`src/hdl/ps2mct_pkg.sv`:
```
`default_nettype none
package ps2mct_pkg;

	// Pointer bitmap size in pixels; the lower right limit of the cursor follows from it.
	localparam int unsigned CURSOR_WIDTH  = 12;
	localparam int unsigned CURSOR_HEIGHT = 20;
	localparam int unsigned CSIZE_W       = 7;

	// Screen geometry after reset.
	localparam int unsigned COORD_W        = 12;
	localparam logic [11:0] RESET_WIDTH    = 12'd1024;
	localparam logic [11:0] RESET_HEIGHT   = 12'd768;

	// Flags byte layout: the sync bit is always set, the low bits are the buttons.
	localparam logic [7:0] FLAGS_SYNC_MASK   = 8'h08;
	localparam logic [7:0] FLAGS_BUTTON_MASK = 8'h07;

	// Register file layout.
	localparam int unsigned PADDR_W = 3;
	typedef enum logic {
		REG_SCREEN_WIDTH  = 1'b0,
		REG_SCREEN_HEIGHT = 1'b1
	} reg_idx_t;

	// Position within a three-byte packet.
	typedef enum logic [1:0] {
		PH_FLAGS = 2'd0,
		PH_DX    = 2'd1,
		PH_DY    = 2'd2
	} phase_t;

	// Screen geometry as seen by the packet logic.
	typedef struct packed {
		logic [11:0] width;
		logic [11:0] height;
		logic        recentre;
	} screen_cfg_t;

endpackage
`default_nettype wire

```
`src/hdl/ps2mct_regs.sv`:
```
`default_nettype none
module ps2mct_regs (
	input  wire logic                              clk,
	input  wire logic                              arst_n,
	input  wire logic                              psel,
	input  wire logic                              penable,
	input  wire logic                              pwrite,
	input  wire logic [ps2mct_pkg::PADDR_W-1:0]    paddr,
	input  wire logic [31:0]                       pwdata,
	output logic      [31:0]                       prdata,
	output logic                                   pready,
	output ps2mct_pkg::screen_cfg_t                cfg
);
	import ps2mct_pkg::*;

	logic [11:0] width_q;
	logic [11:0] height_q;
	logic        wr_en;
	reg_idx_t    idx;

	assign pready = 1'b1;
	assign idx    = reg_idx_t'(paddr[2]);
	assign wr_en  = psel && penable && pwrite && pready;

	// Register writes; the low address bits are not decoded.
	always_ff @(posedge clk or negedge arst_n) begin
		if (!arst_n) begin
			width_q  <= RESET_WIDTH;
			height_q <= RESET_HEIGHT;
		end else if (wr_en) begin
			case (idx)
				REG_SCREEN_WIDTH:  width_q  <= pwdata[11:0];
				REG_SCREEN_HEIGHT: height_q <= pwdata[11:0];
				default: ;
			endcase
		end
	end

	// Read data.
	always_comb begin
		case (idx)
			REG_SCREEN_WIDTH:  prdata = {20'd0, width_q};
			REG_SCREEN_HEIGHT: prdata = {20'd0, height_q};
			default:           prdata = 32'd0;
		endcase
	end

	// Any write moves the cursor back to the screen center, using the new value.
	always_comb begin
		cfg.width    = width_q;
		cfg.height   = height_q;
		cfg.recentre = wr_en;
		if (wr_en) begin
			case (idx)
				REG_SCREEN_WIDTH:  cfg.width  = pwdata[11:0];
				REG_SCREEN_HEIGHT: cfg.height = pwdata[11:0];
				default: ;
			endcase
		end
	end

endmodule
`default_nettype wire

```
`src/hdl/ps2mct_axis.sv`:
```
`default_nettype none
module ps2mct_axis (
	input  wire logic [11:0]                      pos,
	input  wire logic signed [8:0]                delta,
	input  wire logic [11:0]                      size,
	input  wire logic [ps2mct_pkg::CSIZE_W-1:0]   cur_size,
	output logic      [11:0]                      pos_next
);
	import ps2mct_pkg::*;

	logic signed [13:0] sum;
	logic signed [13:0] hi;
	logic signed [13:0] lim;
	logic signed [13:0] clamped;

	// Move, then clamp to 0 .. screen size minus cursor size (never below 0).
	always_comb begin
		sum = $signed({2'b00, pos}) + $signed({{5{delta[8]}}, delta});
		hi  = $signed({2'b00, size}) - $signed({{(14-CSIZE_W){1'b0}}, cur_size});
		lim = (hi < 0) ? 14'sd0 : hi;
		if (sum < 0) begin
			clamped = 14'sd0;
		end else if (sum > lim) begin
			clamped = lim;
		end else begin
			clamped = sum;
		end
		pos_next = clamped[11:0];
	end

endmodule
`default_nettype wire

```
`src/hdl/ps2mct_packet.sv`:
```
`default_nettype none
module ps2mct_packet (
	input  wire logic                      clk,
	input  wire logic                      arst_n,
	input  wire logic                      step,
	input  wire logic [7:0]                data,
	input  wire ps2mct_pkg::screen_cfg_t   cfg,
	input  wire logic                      pkt_stall,
	output logic                           pkt_valid,
	output logic                           busy,
	output logic [2:0]                     buttons,
	output logic [11:0]                    pos_x,
	output logic [11:0]                    pos_y,
	output logic                           moved
);
	import ps2mct_pkg::*;

	phase_t      phase_q;
	logic [7:0]  flags_q;
	logic [7:0]  dx_q;
	logic        discard_q;
	logic [11:0] cur_x_q;
	logic [11:0] cur_y_q;
	logic        valid_q;

	logic              pkt_done;
	logic              emit;
	logic signed [8:0] dx;
	logic signed [8:0] ndy;
	logic              mv;
	logic [11:0]       nx;
	logic [11:0]       ny;

	// A packet completes on the third byte; the first one after reset is dropped.
	assign pkt_done = step && (phase_q == PH_DY);
	assign emit     = pkt_done && !discard_q;
	assign dx       = $signed({dx_q[7], dx_q});
	assign ndy      = 9'sd0 - $signed({data[7], data});
	assign mv       = (dx_q != 8'd0) || (data != 8'd0);
	assign busy     = valid_q && pkt_stall;

	ps2mct_axis u_axis_x (
		.pos      (cur_x_q),
		.delta    (dx),
		.size     (cfg.width),
		.cur_size (CSIZE_W'(CURSOR_WIDTH)),
		.pos_next (nx)
	);

	ps2mct_axis u_axis_y (
		.pos      (cur_y_q),
		.delta    (ndy),
		.size     (cfg.height),
		.cur_size (CSIZE_W'(CURSOR_HEIGHT)),
		.pos_next (ny)
	);

	// Byte phase, held bytes and cursor position.
	always_ff @(posedge clk or negedge arst_n) begin
		if (!arst_n) begin
			phase_q   <= PH_FLAGS;
			flags_q   <= 8'd0;
			dx_q      <= 8'd0;
			discard_q <= 1'b1;
			cur_x_q   <= RESET_WIDTH >> 1;
			cur_y_q   <= RESET_HEIGHT >> 1;
		end else begin
			if (cfg.recentre) begin
				cur_x_q <= cfg.width >> 1;
				cur_y_q <= cfg.height >> 1;
			end else if (emit && mv) begin
				cur_x_q <= nx;
				cur_y_q <= ny;
			end
			if (step) begin
				case (phase_q)
					PH_DX: begin
						dx_q    <= data;
						phase_q <= PH_DY;
					end
					PH_DY: begin
						phase_q   <= PH_FLAGS;
						discard_q <= 1'b0;
					end
					default: begin
						if ((data & FLAGS_SYNC_MASK) != 8'd0) begin
							flags_q <= data;
							phase_q <= PH_DX;
						end else begin
							phase_q <= PH_FLAGS;
						end
					end
				endcase
			end
		end
	end

	// Result register: loaded when a packet reports, emptied by a transfer.
	always_ff @(posedge clk or negedge arst_n) begin
		if (!arst_n) begin
			valid_q <= 1'b0;
		end else if (emit) begin
			valid_q <= 1'b1;
		end else if (!pkt_stall) begin
			valid_q <= 1'b0;
		end
	end

	always_ff @(posedge clk) begin
		if (emit) begin
			buttons <= flags_q[2:0] & FLAGS_BUTTON_MASK[2:0];
			pos_x   <= mv ? nx : cur_x_q;
			pos_y   <= mv ? ny : cur_y_q;
			moved   <= mv;
		end
	end

	assign pkt_valid = valid_q;

endmodule
`default_nettype wire

```
`src/hdl/ps2_mouse_packet_cursor_tracker.sv`:
```
`default_nettype none
// A result is registered in the result register once the third byte of its packet steps out of the input byte register.
// Throughput: one byte per cycle; the byte stage holds only while a result waits under stall.
// Each byte takes one pass through the packet logic between the input and result registers.
// Reset: screen 1024x768, cursor centered, waiting for a flags byte, first packet dropped.
// A screen register write re-centers the cursor in the same cycle.
module ps2_mouse_packet_cursor_tracker (
	input  wire logic                            clk,
	input  wire logic                            arst_n,
	input  wire logic                            psel,
	input  wire logic                            penable,
	input  wire logic                            pwrite,
	input  wire logic [ps2mct_pkg::PADDR_W-1:0]  paddr,
	input  wire logic [31:0]                     pwdata,
	output logic      [31:0]                     prdata,
	output logic                                 pready,
	input  wire logic                            byte_valid,
	output logic                                 byte_stall,
	input  wire logic [7:0]                      data_byte,
	output logic                                 pkt_valid,
	input  wire logic                            pkt_stall,
	output logic [2:0]                           buttons,
	output logic [11:0]                          pos_x,
	output logic [11:0]                          pos_y,
	output logic                                 moved
);
	import ps2mct_pkg::*;

	screen_cfg_t cfg;
	logic        valid_s1;
	logic [7:0]  data_s1;
	logic        busy;
	logic        step;

	ps2mct_regs u_regs (
		.clk     (clk),
		.arst_n  (arst_n),
		.psel    (psel),
		.penable (penable),
		.pwrite  (pwrite),
		.paddr   (paddr),
		.pwdata  (pwdata),
		.prdata  (prdata),
		.pready  (pready),
		.cfg     (cfg)
	);

	// Input byte register; it holds while the result register cannot take a packet.
	assign byte_stall = valid_s1 && busy;
	assign step       = valid_s1 && !busy;

	always_ff @(posedge clk or negedge arst_n) begin
		if (!arst_n) begin
			valid_s1 <= 1'b0;
		end else if (!byte_stall) begin
			valid_s1 <= byte_valid;
		end
	end

	always_ff @(posedge clk) begin
		if (!byte_stall && byte_valid) begin
			data_s1 <= data_byte;
		end
	end

	ps2mct_packet u_packet (
		.clk       (clk),
		.arst_n    (arst_n),
		.step      (step),
		.data      (data_s1),
		.cfg       (cfg),
		.pkt_stall (pkt_stall),
		.pkt_valid (pkt_valid),
		.busy      (busy),
		.buttons   (buttons),
		.pos_x     (pos_x),
		.pos_y     (pos_y),
		.moved     (moved)
	);

endmodule
`default_nettype wire
```
`config.mk`:
```
export PLATFORM = sky130hd
export DESIGN_NAME = ps2_mouse_packet_cursor_tracker
export DESIGN_NICKNAME = d
export VERILOG_FILES = /design/src/hdl/ps2mct_pkg.sv /design/src/hdl/ps2mct_regs.sv /design/src/hdl/ps2mct_axis.sv /design/src/hdl/ps2mct_packet.sv /design/src/hdl/ps2_mouse_packet_cursor_tracker.sv
export SDC_FILE = /design/constraint.sdc
export NUM_CORES = 1
export LEC_CHECK = 0
export CAP_MARGIN = 20
export CORE_ASPECT_RATIO = 1.5
export CORE_MARGIN = 8
export CORE_UTILIZATION = 65
export CTS_CLUSTER_SIZE = 16
export DETAILED_ROUTE_END_ITERATION = 10
export DONT_BUFFER_PORTS = 1
export GPL_ROUTABILITY_DRIVEN = 0
export PLACE_DENSITY = 0.81
export SYNTH_ARGS = -nofsm -noshare
export SYNTH_HDL_FRONTEND = slang
export SYNTH_HIERARCHICAL = 1
export SYNTH_SLANG_ARGS = --single-unit
```
`constraint.sdc`:
```
create_clock -name clk -period 5.05 [get_ports clk]
set_input_delay 0.7575 -clock clk [delete_from_list [all_inputs] [get_ports clk]]
set_output_delay 0.7575 -clock clk [all_outputs]
set_load 0.01 [all_outputs]
```
==> impl_results.html <==
<table>
<tr><th>Metric</th><th>Value</th></tr>
<tr><th colspan="2">Outcome</th></tr>
<tr><td>Outcome</td><td>finished clean</td></tr>
<tr><th colspan="2">Global route</th></tr>
<tr><td>Global-route wire length before repair</td><td>32900 um</td></tr>
<tr><td>Number of global-route vias before repair</td><td>6318</td></tr>
<tr><td>Gr usage total</td><td>0.254</td></tr>
<tr><td>Initial antenna violation count</td><td>0</td></tr>
<tr><td>Overflow after GRT</td><td>0</td></tr>
<tr><td>Pin count of the biggest net entering global routing</td><td>65</td></tr>
<tr><th colspan="2">Setup path</th></tr>
<tr><td>Data arrival time of the worst path</td><td>4.97 ns</td></tr>
<tr><td>Peak fanout along the critical path</td><td>11</td></tr>
<tr><td>R2r startpoint</td><td>data_s1[0]$_DFFE_PP_</td></tr>
<tr><td>CP startpoint kind</td><td>input port</td></tr>
<tr><td>Capturing element type of the critical path</td><td>register</td></tr>
<tr><td>Crit-path cells</td><td>nand4_4 -&gt; buf_4 -&gt; mux2_4 -&gt; ha_1 -&gt; o21ai_0 -&gt; nor2_1 -&gt; o41a_1 -&gt; or3_1 -&gt; a21oi_1 -&gt; ha_1 -&gt; a211oi_1 -&gt; o21bai_1 -&gt; a31oi_1 -&gt; o21ai_0 -&gt; a31oi_4 -&gt; buf_4 -&gt; mux2i_1 -&gt; mux2_2</td></tr>
<tr><td>Slowest cell on crit path</td><td>sky130_fd_sc_hd__or3_1</td></tr>
<tr><td>Family of cells with the greatest summed delay on the critical path</td><td>compound AO/OA/AOI/OAI gates</td></tr>
<tr><td>Required time worst endpoint</td><td>5.14 ns</td></tr>
<tr><td>Setup CP Type</td><td>input port to register</td></tr>
<tr><td>Buffers plus inverters on the worst setup path</td><td>2</td></tr>
<tr><td>Reg2reg setup slack</td><td>0.29 ns</td></tr>
<tr><td>Endpoint of the lowest-slack register-to-register path</td><td>u_packet/pos_y[1]$_DFFE_PP_</td></tr>
<tr><td>Delay of the slowest cell on the worst path</td><td>0.50 ns</td></tr>
<tr><td>Cells on worst reg2reg path</td><td>18</td></tr>
<tr><th colspan="2">Layout</th></tr>
<tr><td>Fraction of the core area covered by cells at the end of the flow</td><td>0.716</td></tr>
<tr><td>Count of inserted antenna diode cells</td><td>0</td></tr>
<tr><td>Net count of the finished layout</td><td>approximately 930</td></tr>
<tr><td>Area growth from synthesis to final layout</td><td>9.16%</td></tr>
<tr><td>Share of final-layout standard cells stronger than drive strength 1</td><td>0.254</td></tr>
<tr><th colspan="2">Timing</th></tr>
<tr><td>Total negative slack for setup checks</td><td>0 ns</td></tr>
<tr><td>Highest attainable clock frequency</td><td>0.205 GHz</td></tr>
<tr><td>Slew at the pin with the worst max-slew slack</td><td>0.635 ns</td></tr>
<tr><td>Number of failing hold endpoints at the final stage</td><td>0</td></tr>
<tr><td>Worst Hold Slack</td><td>0.101 ns</td></tr>
<tr><td>Post-route minimum period</td><td>~4.9 ns</td></tr>
<tr><td>Fin. max-slew vios</td><td>0</td></tr>
<tr><td>Number of failing setup endpoints in the final timing report</td><td>0</td></tr>
<tr><td>Max-slew headroom at the worst pin</td><td>0.573</td></tr>
<tr><td>Final worst-path cycle share</td><td>0.967</td></tr>
<tr><td>Worst Skew</td><td>0.00719 ns</td></tr>
<tr><td>RSZ-0062 raised after global routing</td><td>true</td></tr>
<tr><th colspan="2">Route</th></tr>
<tr><td>Post-detailed-route via-to-cell ratio</td><td>between 6 and 7</td></tr>
<tr><td>Detailed-routing iteration count for the pre-antenna-repair pass</td><td>7</td></tr>
<tr><td>Antenna-violating nets left</td><td>0</td></tr>
<tr><td>Initial detailed-routing violation count</td><td>between 300 and 400</td></tr>
<tr><td>DRC violations left</td><td>0</td></tr>
<tr><td>Total number of vias</td><td>6132</td></tr>
<tr><td>Final routed wire length divided by cell count</td><td>21.2 um</td></tr>
<tr><td>Detailed-route wire length</td><td>20600 um</td></tr>
<tr><th colspan="2">Placed design</th></tr>
<tr><td>Number of I/O port buffers</td><td>0</td></tr>
<tr><td>HPWL reported at the end of detailed placement</td><td>15500 um</td></tr>
<tr><th colspan="2">Floorplan</th></tr>
<tr><td>Placement row count</td><td>50</td></tr>
<tr><td>Area inside the core boundary</td><td>~12000 um^2</td></tr>
<tr><td>Die height</td><td>152 um</td></tr>
<tr><td>Initial Util</td><td>0.656</td></tr>
<tr><td>Number of I/O pins</td><td>roughly 110</td></tr>
<tr><td>Die area</td><td>roughly 16000 um^2</td></tr>
<tr><td>Die width</td><td>around 110 um</td></tr>
<tr><th colspan="2">Pwr</th></tr>
<tr><td>Pwr/cell area</td><td>~720 nW/um^2</td></tr>
<tr><td>Worst voltage drop across the vdd grid</td><td>approximately 0.00064 V</td></tr>
<tr><td>Proportion of total power due to net switching</td><td>0.444</td></tr>
<tr><td>Power share of the combinational group</td><td>0.666</td></tr>
<tr><td>Pleak</td><td>~0.004 uW</td></tr>
<tr><td>Total net switching power</td><td>2820 uW</td></tr>
<tr><td>Final Power</td><td>6340 uW</td></tr>
<tr><td>Part of the power in registers</td><td>0.229</td></tr>
<tr><td>Clock network fraction of total power</td><td>0.105</td></tr>
<tr><td>Internal power</td><td>3520 uW</td></tr>
<tr><th colspan="2">Clock network</th></tr>
<tr><td>Total CTS buffers</td><td>9</td></tr>
<tr><td>Skew-Pair Late Insertion Delay</td><td>around 0.35 ns</td></tr>
<tr><td>Clk Tree Root Cell</td><td>sky130_fd_sc_hd__clkbuf_16</td></tr>
<tr><td>Maximum clock path buffer count</td><td>2</td></tr>
<tr><td>Htree depth</td><td>3</td></tr>
<tr><td>Clock transition time at the flip-flop clock pins of the worst setup and hold paths</td><td>0.07 ns</td></tr>
<tr><td>TritonCTS clock tree</td><td>done</td></tr>
<tr><td>CTS sink cnt</td><td>100</td></tr>
<tr><th colspan="2">Synth</th></tr>
<tr><td>Most used standard cell by instance count after synthesis</td><td>sky130_fd_sc_hd__mux2_2</td></tr>
<tr><td>Area of the mapped netlist</td><td>8040 um^2</td></tr>
<tr><td>Warnings from Yosys</td><td>6</td></tr>
<tr><td>Synth Register Bits</td><td>100</td></tr>
<tr><td>Synthesized instance count</td><td>767</td></tr>
<tr><td>Simple-gate share of the synthesized area</td><td>0.127</td></tr>
<tr><td>Share of Yosys cell area claimed by the top area cell type</td><td>0.177</td></tr>
<tr><td>Multiplexer share of the synthesized area</td><td>0.178</td></tr>
<tr><td>Async set-reset flop share out of synthesis</td><td>0.640</td></tr>
<tr><td>Average footprint of a synthesized cell</td><td>10.5 um^2</td></tr>
<tr><td>Cells taking the most area after synthesis</td><td>sky130_fd_sc_hd__dfrtp_1 18%, sky130_fd_sc_hd__edfxtp_1 13%, sky130_fd_sc_hd__ha_1 11%</td></tr>
<tr><td>Post-synthesis compound-gate area fraction</td><td>0.143</td></tr>
<tr><td>Part of the Yosys area used for sequential elements</td><td>0.335</td></tr>
<tr><td>Synth top cells by count</td><td>75 x sky130_fd_sc_hd__mux2_2, 68 x sky130_fd_sc_hd__ha_1, 57 x sky130_fd_sc_hd__dfrtp_1</td></tr>
<tr><td>Distinct cells, synth</td><td>76</td></tr>
<tr><td>Synthesized-area fraction occupied by adder cells</td><td>0.116</td></tr>
<tr><td>Main combinational cell family by area after synthesis</td><td>multiplexers</td></tr>
<tr><td>Predominant post-synthesis flop cell</td><td>sky130_fd_sc_hd__dfrtp_1</td></tr>
<tr><td>Leading area contributor after synthesis</td><td>sky130_fd_sc_hd__dfrtp_1</td></tr>
<tr><td>Count of flip-flops with a built-in enable after synthesis</td><td>36</td></tr>
<tr><td>XOR/XNOR Fraction of Synth Area</td><td>0.0370</td></tr>
<tr><th colspan="2">Run</th></tr>
<tr><td>Max capacitance violation total</td><td>0</td></tr>
<tr><th colspan="2">Worst hold path</th></tr>
<tr><td>Min-Delay Path Class</td><td>input port to async pin</td></tr>
</table>
## power groups by stage
stage | Combinational, uW | Sequential [uW] | Clock (uW)
detailed placement | 4020 | 1460 | 0
global route | 4580 | 1470 | 705
CTS | 4060 | 1450 | 678
global placement | 3830 | 1450 | 0
finish | 4220 | 1450 | 668
floorplan | 3110 | 1370 | 0
## worst register-to-register path, cell delays in order (launching register included)
cell	delay, ns
sky130_fd_sc_hd__edfxtp_1	0.47
sky130_fd_sc_hd__inv_1	0.17
sky130_fd_sc_hd__ha_1	0.26
sky130_fd_sc_hd__nand2_1	0.13
sky130_fd_sc_hd__xor2_1	0.18
sky130_fd_sc_hd__ha_1	0.38
sky130_fd_sc_hd__o211ai_1	0.13
sky130_fd_sc_hd__o21ai_2	0.24
sky130_fd_sc_hd__o221ai_1	0.22
sky130_fd_sc_hd__a311o_1	0.36
sky130_fd_sc_hd__xor2_1	0.16
sky130_fd_sc_hd__ha_1	0.30
sky130_fd_sc_hd__and3_1	0.17
sky130_fd_sc_hd__nand4_1	0.11
sky130_fd_sc_hd__or2_2	0.34
sky130_fd_sc_hd__a31oi_4	0.19
sky130_fd_sc_hd__buf_4	0.26
sky130_fd_sc_hd__mux2i_1	0.13
sky130_fd_sc_hd__mux2_2	0.32
## cell families after synthesis
| family | Yosys count |
|---|---|
| XOR/XNOR | 34 |
| buffers and inverters | 93 |
| AO/OA/AOI/OAI | 162 |
| AND/OR/NAND/NOR | 179 |
| multiplexers | 123 |
| other | 4 |
| adder cells (fa/ha/maj) | 72 |
| flip-flops | 100 |
## worst max path at each step
stage,startpoint,endpoint,depth (start not counted)
6_report,pwrite,u_packet/pos_y[1]$_DFFE_PP_,18
5_1_grt,paddr[2],u_packet/cur_x_q[9]$_DFFE_PN1P_,20
4_1_cts,paddr[2],u_packet/cur_x_q[9]$_DFFE_PN1P_,20
3_5_place_dp,paddr[2],u_packet/cur_x_q[9]$_DFFE_PN1P_,20
3_3_place_gp,pwrite,u_packet/pos_y[1]$_DFFE_PP_,18
2_1_floorplan,paddr[2],u_packet/pos_x[0]$_DFFE_PP_,19
## placed cells by master, fill, tap and decap left out, drive strengths merged, types with 3 or more instances in the layout
master / count
nand2b: 27
nor3: 9
nand2: 52
o21a: 6
nand3: 7
xnor2: 25
a32oi: 22
nor2: 34
edfxtp: 36
and4: 4
dfstp: 7
mux2: 96
fa: 4
clkbuf: 11
dfrtp: 57
o41a: 4
xor2: 9
conb: 35
or3: 6
nand4: 3
a311o: 3
mux2i: 27
a21oi: 25
buf: 48
o21bai: 4
a211oi: 8
inv: 48
and3: 4
nand4b: 3
ha: 68
o21ai: 43
a21o: 18
nor2b: 9
and2: 6
a31oi: 5
or2: 4
a21boi: 4
## stage by stage
| stage | setup WS [ns] | instance area, um^2 | instances |
|---|---|---|---|
| final | 0.168 | 8780 | 971 |
| after global routing | -0.0142 | 8780 | 971 |
| after CTS | 0.235 | 8720 | 969 |
| after detailed placement | -0.116 | 8440 | 953 |
| after global placement | -0.00483 | 8440 | 953 |
| after floorplan | -0.0222 | 8230 | 798 |
## timing repair
item | CTS | global route
buffers inserted | 0 | 0
hold buffers | 0 | 0
setup endpoints to repair | 0 | 27
gates resized for setup | 0 | 8
## sequential cells by signal (all words and copies together), names as in the netlist
register,count
u_packet/pkt_valid,1
u_regs/width_q,12
u_packet/flags_q,3
u_packet/cur_x_q,12
u_packet/phase_q,2
u_packet/pos_y,12
u_packet/moved,1
u_packet/cur_y_q,12
u_packet/dx_q,8
data_s1,8
valid_s1,1
u_packet/discard_q,1
u_packet/pos_x,12
u_packet/buttons,3
u_regs/height_q,12
## cell type report
class                   count  area [um^2]
clock inverters             6         53.8
clock buffers              10          229
repair buffers             49          385
multi-input cells         605         5060
flip-flops and latches    100         2690
inverters                  45          169
fillers                   862         3480
well taps                 156          195
## routing by layer
layer / GRT usage / part of all wire / routed length [um]
met5: 0 / 0 / 0
met1: 0.260 / 0.36 / 7450
met3: 0.0377 / 0.035 / 711
met4: 0.145 / 0.051 / 1050
met2: 0.471 / 0.55 / 11400
No activity file was read; power rests on OpenSTA's default activity.
